## config.mk

```make
export PLATFORM = sky130hd
export DESIGN_NAME = tlpq_fifo
export DESIGN_NICKNAME = d
export VERILOG_FILES = /design/src/rtl/tlpq_pkg.sv /design/src/rtl/tlpq_fifo.sv
export SDC_FILE = /design/constraint.sdc
export NUM_CORES = 1
export LEC_CHECK = 0
export ABC_AREA = 0
export BUFFER_PORTS_ARGS = -buffer_cell sky130_fd_sc_hd__buf_4
export CAP_MARGIN = 20
export CORE_ASPECT_RATIO = 0.8
export CORE_MARGIN = 2
export CORE_UTILIZATION = 54
export CTS_CLUSTER_DIAMETER = 100
export DETAILED_ROUTE_END_ITERATION = 8
export HOLD_SLACK_MARGIN = 0.12
export PLACE_DENSITY = 0.87
export RECOVER_POWER = 25
export SLEW_MARGIN = 20
export SYNTH_ARGS = -nofsm -noshare
export SYNTH_HDL_FRONTEND = slang
export SYNTH_SLANG_ARGS = --single-unit
```

## constraint.sdc

```tcl
create_clock -name clk_i -period 3.7 [get_ports clk_i]
set_input_delay 0.74 -clock clk_i [delete_from_list [all_inputs] [get_ports clk_i]]
set_output_delay 0.74 -clock clk_i [all_outputs]
set_load 0.03 [all_outputs]
```

## src/rtl/tlpq_pkg.sv

```systemverilog
package tlpq_pkg;

  localparam int unsigned CmdW = 8;

  localparam logic [1:0] OP_ADD   = 2'd0;
  localparam logic [1:0] OP_SKIP  = 2'd1;
  localparam logic [1:0] OP_CLEAR = 2'd2;

  localparam logic [1:0] ST_ADDED = 2'd0;
  localparam logic [1:0] ST_DUP   = 2'd1;
  localparam logic [1:0] ST_FULL  = 2'd2;
  localparam logic [1:0] ST_DONE  = 2'd3;

  typedef struct packed {
    logic push;
    logic pop;
    logic clr;
  } fifo_ctrl_t;

  typedef struct packed {
    logic            nonempty;
    logic            full;
    logic [CmdW-1:0] head;
    logic            nonempty_next;
    logic [CmdW-1:0] head_next;
  } fifo_stat_t;

endpackage

```

## src/rtl/tlpq_fifo.sv

```systemverilog
module tlpq_fifo
  import tlpq_pkg::*;
#(
  parameter int unsigned QUEUE_DEPTH = 4
) (
  input  logic            clk_i,
  input  logic            rst_ni,
  input  fifo_ctrl_t      ctrl_i,
  input  logic [CmdW-1:0] cmd_i,
  output fifo_stat_t      stat_o
);

  localparam int unsigned FillW = $clog2(QUEUE_DEPTH + 1);
  localparam int unsigned IdxW  = $clog2(QUEUE_DEPTH);

  // Shift queue: slot 0 always holds the head.
  logic [CmdW-1:0]  entries_q [QUEUE_DEPTH];
  logic [CmdW-1:0]  entries_d [QUEUE_DEPTH];
  logic [FillW-1:0] fill_q, fill_d;
  logic             nonempty;
  logic             do_pop;

  assign nonempty = (fill_q != '0);
  assign do_pop   = ctrl_i.pop && nonempty;

  always_comb begin
    for (int i = 0; i < QUEUE_DEPTH; i++) begin
      entries_d[i] = entries_q[i];
      if (do_pop && (i < QUEUE_DEPTH - 1)) begin
        entries_d[i] = entries_q[(i < QUEUE_DEPTH - 1) ? i + 1 : i];
      end
      if (ctrl_i.push && (fill_q[IdxW-1:0] == IdxW'(i))) begin
        entries_d[i] = cmd_i;
      end
    end
  end

  always_comb begin
    fill_d = fill_q;
    if (ctrl_i.clr) begin
      fill_d = '0;
    end else if (ctrl_i.push) begin
      fill_d = fill_q + FillW'(1);
    end else if (do_pop) begin
      fill_d = fill_q - FillW'(1);
    end
  end

  always_ff @(posedge clk_i or negedge rst_ni) begin
    if (!rst_ni) begin
      fill_q <= '0;
    end else begin
      fill_q <= fill_d;
    end
  end

  always_ff @(posedge clk_i) begin
    for (int i = 0; i < QUEUE_DEPTH; i++) begin
      entries_q[i] <= entries_d[i];
    end
  end

  always_comb begin
    stat_o.nonempty      = nonempty;
    stat_o.full          = (fill_q == FillW'(QUEUE_DEPTH));
    stat_o.head          = entries_q[0];
    stat_o.nonempty_next = (fill_d != '0);
    if (do_pop) begin
      stat_o.head_next = entries_q[1];
    end else if (ctrl_i.push && !nonempty) begin
      stat_o.head_next = cmd_i;
    end else begin
      stat_o.head_next = entries_q[0];
    end
  end

endmodule
```

* Yosys cells after proc, flatten, opt, wreduce, memory -nomap -nowiden
Memory sizes are Yosys's and may differ from the RTL's.
Index checks and enable logic that the tools add are counted.
** Word-level totals
- Bits in registers :: 3
- Memory bits (writable) :: 32
- Input bits :: 13
- Output and inout bits :: 19
- Logic and storage cells :: 30
- Memories kept :: 1
** Cells by class
- Add/sub/neg operators :: 2
- Equality and inequality tests :: 4
- Multiplexer cells :: 12
- Reductions and logical operators :: 10
** Memory list
- entries_q :: depth 4, bits a word 8, read ports 4, clocked after Yosys merged registers in 0, wr ports 4, line tlpq_fifo.sv:17 : logic [CmdW-1:0] entries_q [QUEUE_DEPTH];
** Operators by type and width (number)
- 2-to-1 mux 8 bit :: 9
- 2-to-1 mux 3 bit :: 3
- logical AND 1 bit :: 6
- nonzero test 3 bit :: 2
- equality test 2 bit (second input constant) :: 2
- adder 3 x 1 -> 3 bit (second input constant) :: 1
- equality test 3 bit (second input constant) :: 1
- subtractor 3 x 1 -> 3 bit (second input constant) :: 1
- equality test 2 x 1 -> 1 bit (second input constant) :: 1
- logical NOT 2 bit :: 1
- logical NOT 1 bit :: 1

* Longest topological paths before layout
Gate-level depths: netlist (run 1).
- Word-level depth :: 6
- Gate-level depth with buffers :: 7
- Gate-level depth less buffers :: 6

* Least setup slack after synthesis (run 1)
Ideal clock, no wire load.
- Kind :: register to output
- From :: register fill_q[0]
- To :: output stat_o[8] (netlist bit)
- Data arrival time :: 1.755 ns
- Required time :: 2.960 ns
- Setup slack :: 1.205 ns
- Stages on the path, launching flop included :: 7
- Buffers on the path :: 0
- Cell sequence :: dfrtp_1 inv_1 ha_1 nand2b_4 and2_4 or4_1 a41o_1
** RTL lines
- start, declared :: line tlpq_fifo.sv:19 : logic [FillW-1:0] fill_q, fill_d;
- start signal, assigned :: line tlpq_fifo.sv:53 : fill_q <= fill_d;
- end, declared :: line tlpq_fifo.sv:10 : output fifo_stat_t stat_o

==> metrics, run 1 <==
status=finished clean; largest net degree at the start of global routing=13; H-tree levels=2; antenna viol nets, final=0; Die Wd=between 60 and 70 µm; GR Overflow Total=0; vias in the first global route=1052; drt via density=roughly 5.7; R2R Path End=entries_q[2][0]; commonest non-fill, non-tap cell in the layout=edfxtp_1; initial antenna violation count=0; Sink Count=35; endpoints failing setup=0; fill count=~230; CTS resizes=0; flops & latches, synth=35; maximum VDD drop=0.3694 mV; Starting Density=0.5588; Vias=roughly 1100; Yosys cell types=28; P&R area growth vs syn=19.08%; CP arrival=roughly 2.4 ns; Max Cap Viol=0; CP max FO=12; Crit-path slowest cell=dfrtp_1; synth warn=0; Worst-path clk slew=0.07 ns; Worst Setup Start Kind=flip-flop; clock skew=0.008118 ns; CP max stage delay=0.46 ns; Mapped Nets=between 100 and 150; most used flip-flop cell after synthesis=edfxtp_1; maximum clock insertion buffer count=2; Reg2Reg Setup Slack=1.88 ns; PD cells=642.2 mW/mm²; CP Buf/Inv Count=2; CP delay by family, top=simple AND/OR/NAND/NOR gates; Final Hold Violating Endpoints=0; Reg2Reg Depth=5; routability cong.=between 0.8 and 0.9; Num CTS Buffers=5; Routed Wire Length=3275 µm; final worst setup slack=~0.6 ns; post-place instance area=around 0.002 mm²; nets=168; DRT Pass-1 Iters=4; Post-CTS Hold Fix Bufs=0; Die H=54.36 µm; critical path capture point type=output port; worst relative slew slack=0.6132; EDFF count, synth=32; Slew Limit Fails=0; Die ar.=about 0.0036 mm²; I/O pins=32; Leak=about 0.00081 µW; clk root buf=clkbuf_8; final hold slack=about 0.25 ns; Worst-Skew Late Latency=between 0.2 and 0.3 ns; critical path cell sequence=inv_1, ha_1, nand2b_2, and2_4, or4_1, a41o_1, buf_4; synthesized area=roughly 0.0017 mm²; CORE AREA=0.003063 mm²; # port buffers=31; critical path class=flip-flop to output port; first-pass GRT wire length=5023 µm; sequential area share after synthesis=0.6053; Hold Crit Class=input port to async pin; setup TNS=0 ns; layout cells sized above 1=0.3642; CTS tree=done; Final Cycle Share=0.8407; site row count=18; Layout Utilization=0.6654; # DRC=0; design area=0.002038 mm²; Crit path required time=2.96 ns; WL per Instance=17.15 µm; mean post-synth cell area=14.88 µm²; Max Freq=321.5 MHz; worst slack, placed=0.9363 ns; FF-to-FF Start=fill_q[0]; worst-margin pin slew=0.5799 ns; # Post-CTS Setup Buffers=0; Initial DRC Count=100; Total GRT Usage=0.2011; Syn Inst Count=115; minimum clock period=3.111 ns; RSZ-0062 raised after global routing=no; antenna cell count=0; FFs w/ async S/R, synth=0.08571; hpwl dp=~2400 µm; most frequent cells in the layout=edfxtp_1 (32), mux2_2 (24), buf_4 (20)
==> per-stage QoR <==
stage,total power [µW],std cells
2_1_floorplan,852.3,115
3_3_place_gp,978.0,183
3_5_place_dp,996.6,183
4_1_cts,1327,191
5_1_grt,1370,191
6_report,1309,191
==> how the worst max path moves through the flow <==
stage / from / endpoint / slack, ns / depth (start not counted)
floorplan: fill_q[0] / stat_o[8] / 1.21 / 6
global placement: fill_q[0] / stat_o[8] / 1.03 / 7
detailed placement: fill_q[0] / stat_o[8] / 0.94 / 7
CTS: fill_q[0] / stat_o[2] / 0.61 / 7
global route: fill_q[0] / stat_o[2] / 0.49 / 7
finish: fill_q[0] / stat_o[8] / 0.59 / 7
==> Yosys cell counts, types with 2 or more instances <==
library cell / n / area (µm²)
inv_1: 3 / 11.26
nand2_1: 6 / 22.52
nand3_1: 2 / 10.01
dfrtp_1: 3 / 75.07
nor2_1: 3 / 11.26
ha_1: 5 / 62.56
a21o_1: 8 / 60.06
edfxtp_1: 32 / 960.9
buf_2: 2 / 10.01
a22o_1: 8 / 70.07
xnor2_1: 2 / 17.52
mux2_2: 24 / 270.3
and2_1: 2 / 12.51
==> flip-flops by register name, summed over array words and instances (netlist names) <==
name and flops:
entries_q 32, fill_q 3
==> power by group <==
part           total [µW]  internal [µW]  switching, µW
Sequential            546            514           32.0
Clock                 330            197            133
Combinational         432            170            262
Total                1310            882            427
==> final cells by class <==
class / instances / area (µm²) / area share
Timing Repair Buffer: 31 / 191.4 / 0.09392
Tap cell: 40 / 50.05 / 0.02455
Sequential cell: 35 / 1036 / 0.5083
Inverter: 3 / 11.26 / 0.005525
Clock buffer: 5 / 68.82 / 0.03376
Clock inverter: 3 / 38.79 / 0.01903
Multi-Input combinational cell: 74 / 641.9 / 0.3149
==> metal layers <==
layer  global-route usage  wire [µm]
met4              0.07823         55
met5                    0          0
met1               0.2657       1507
met2               0.3167       1487
met3              0.06173        226
==> cells by family (layout without fill, tap and decap cells) <==
family                   count (synthesis)  in the layout  synth area share
AO/OA/AOI/OAI                           23             23            0.1060
buffers and inverters                    6             42           0.01681
XOR/XNOR                                 2              2           0.01024
AND/OR/NAND/NOR                         20             20           0.06726
multiplexers                            24             24            0.1579
adder cells (fa/ha/maj)                  5              5           0.03655
flip-flops                              35             35            0.6053
==> worst register-to-register path, cell delays in order, from the launching register on <==
cell and delay (ns):
dfrtp_1 0.47, inv_1 0.15, ha_1 0.30, nand2b_2 0.14, nand2_1 0.12, nand2_1 0.31
Power figures use the tool's default switching activity.
==> inputs of run 2 (changes only) <==
--- a/config.mk
+++ b/config.mk
@@ -10,11 +10,11 @@
 export CAP_MARGIN = 20
 export CORE_ASPECT_RATIO = 0.8
 export CORE_MARGIN = 2
-export CORE_UTILIZATION = 54
+export CORE_UTILIZATION = 49
 export CTS_CLUSTER_DIAMETER = 100
 export DETAILED_ROUTE_END_ITERATION = 8
 export HOLD_SLACK_MARGIN = 0.12
-export PLACE_DENSITY = 0.87
+export PLACE_DENSITY = 0.84
 export RECOVER_POWER = 25
 export SLEW_MARGIN = 20
 export SYNTH_ARGS = -nofsm -noshare
==> constraint.sdc (replaced) <==
create_clock -name clk_i -period 2.7 [get_ports clk_i]
set_input_delay 0.54 -clock clk_i [delete_from_list [all_inputs] [get_ports clk_i]]
set_output_delay 0.54 -clock clk_i [all_outputs]
set_load 0.03 [all_outputs]
==> metrics, run 2 (synthesis results as in run 1) <==
Worst-path clk slew=0.07 ns (about the same); clock network power share=0.209 (-0.043); P&R area growth vs syn=19.81%; critical path cell sequence=inv_4, ha_4, nand2b_4, and2_4, or4_1, a41o_1, buf_4; I/O pins=32 (unchanged); maximum clock insertion buffer count=2 (unchanged); Total GRT Usage=0.1786 (-0.02250); critical path capture point type=output port; endpoints failing setup=0 (unchanged); CP max FO=12 (unchanged); hpwl dp=2389 µm (+0.27%); Crit path required time=2.16 ns (-0.80 ns); worst slack, placed=0.1371 ns (-0.7992 ns); setup TNS=0 ns (unchanged); site row count=19 (+1); Hold Crit Class=input port to flip-flop; Max Freq=around 380 MHz; Final Hold Violating Endpoints=0 (unchanged); post-place instance area=0.001979 mm² (+0.13%); Top reg by flops=entries_q; critical path class=flip-flop to output port; Starting Density=0.5035 (-0.05533); most frequent cells in the layout=edfxtp_1 (32), mux2_2 (24), clkbuf_1 (18); PD cells=835.2 mW/mm² (+30%); Max Cap Viol=0 (unchanged); CP delay by family, top=simple AND/OR/NAND/NOR gates; DRT Pass-1 Iters=7 (+3); WL per Instance=16.45 µm (-4.1%); Die Wd=70.08 µm (+4.7%); Largest regs=entries_q: 32 flops, fill_q: 3 flops; Initial DRC Count=106 (+6.0%); CP max stage delay=0.44 ns (-0.02 ns); routability cong.=0.7980 (-0.73%); post-route insts no fill=196 (+2.6%); antenna viol nets, final=0 (unchanged); final worst setup slack=0.07426 ns (-0.5152 ns); minimum clock period=2.626 ns; drt via density=5.505 (-3.2%); commonest non-fill, non-tap cell in the layout=edfxtp_1; multi-input logic area=666.9 µm² (+3.9%); Comb pwr share=0.353 (+0.023); # DRC=0 (unchanged); worst-margin pin slew=0.5230 ns (-0.05690 ns); Slew Limit Fails=0 (unchanged); CP Buf/Inv Count=2 (unchanged); register cell area after layout=0.001039 mm² (+0.24%); Sink Count=35 (unchanged); initial antenna violation count=0 (unchanged); H-tree levels=2 (unchanged); CP arrival=2.09 ns (-0.28 ns); fill count=269 (+16%); Routed Wire Length=3224 µm (-1.6%); maximum VDD drop=0.3896 mV (+5.5%); Psw=588.1 µW (+38%); clock skew=0.006588 ns (-0.001530 ns); sequential power share=0.438 (+0.021); status=finished clean; Placed Instances=185 (+1.1%); antenna cell count=0 (unchanged); Switching Share=0.3434 (+0.01705); first-pass GRT wire length=5375 µm (+7.0%); worst relative slew slack=0.6512 (+0.03795); largest net degree at the start of global routing=13 (unchanged); Crit-path slowest cell=dfrtp_2; Die ar.=0.003985 mm² (+9.5%); Leak=0.0007940 µW (-2.4%); Cell Int Power=1125 µW (+28%); Num CTS Buffers=5 (unchanged); CORE AREA=0.003400 mm² (+11%); Worst-Skew Late Latency=0.28 ns (about the same); Vias=1079 (-0.64%); GR Overflow Total=0 (unchanged); design area=0.002051 mm² (+0.61%); Die H=56.86 µm (+4.6%); # port buffers=31 (unchanged); CTS tree=done; vias in the first global route=1101 (+4.7%); Worst Setup Start Kind=flip-flop; post-layout power=1713 µW (+31%); layout cells sized above 1=0.3701 (+0.005891); Largest register FFs=32 (unchanged); nets=171 (+1.8%); clk root buf=clkbuf_8; Final Cycle Share=0.9725
==> run 2: changes by cell type in the layout (fill, tap and decap cells not counted), moves of 2 or more <==
cell	before	now
dfrtp_2	0	2
buf_4	20	16
inv_1	3	1
dfrtp_1	3	1
clkbuf_1	11	18
==> run 2: power by group through the flow <==
stage | clock [µW] | sequential (µW) | combinational, µW
global route | 396 | 758 | 648
finish | 359 | 750 | 604
CTS | 370 | 751 | 619
floorplan | 0 | 805 | 363
global placement | 0 | 751 | 587
detailed placement | 0 | 761 | 601
==> run 2: repair_timing <==
item                                    4_1_cts  5_1_grt
endpoints found under the setup margin        9        9
endpoints found under the hold margin         3        0
hold buffers                                  1        0
gates resized for setup                       5        4
buffers inserted                              0        2
==> run 2: worst paths after layout <==
| check | slack (ns) | to | startpoint | cells past startpoint |
|---|---|---|---|---|
| max | 0.07 | stat_o[8] | fill_q[0] | 7 |
| min | 0.43 | fill_q[0] | ctrl_i[0] | 2 |
| max reg2reg | 1.01 | entries_q[1][6] | fill_q[0] | 4 |
| min reg2reg | 0.55 | entries_q[2][7] | entries_q[3][7] | 1 |
| max in group asynchronous | 1.93 | fill_q[1] | rst_ni | 2 |
| min in group asynchronous | 0.60 | fill_q[2] | rst_ni | 2 |
==> run 2: metal layers <==
layer  wire (µm)  GRT usage  up-vias
met1        1450     0.2375      511
met5           0          0        -
met2        1519     0.2721       43
met3         217    0.06284        4
li1            -          -      521
met4          36    0.06593        0
==> run 2: area by class of cell <==
class | count | share of cell area
Sequential cell | 35 | 0.5064
Multi-Input combinational cell | 74 | 0.3252
Timing Repair Buffer | 34 | 0.09457
Clock buffer | 6 | 0.03539
Tap cell | 42 | 0.02563
Inverter | 3 | 0.006711
Clock inverter | 2 | 0.006101
==> run 2: through the flow <==
step           hold slack [ns]  utilization
2_1_floorplan           0.2444            -
3_3_place_gp            0.3313       0.5823
3_5_place_dp            0.3330       0.5823
4_1_cts                 0.4250       0.6158
5_1_grt                 0.4199       0.6032
6_report                0.4338       0.6032
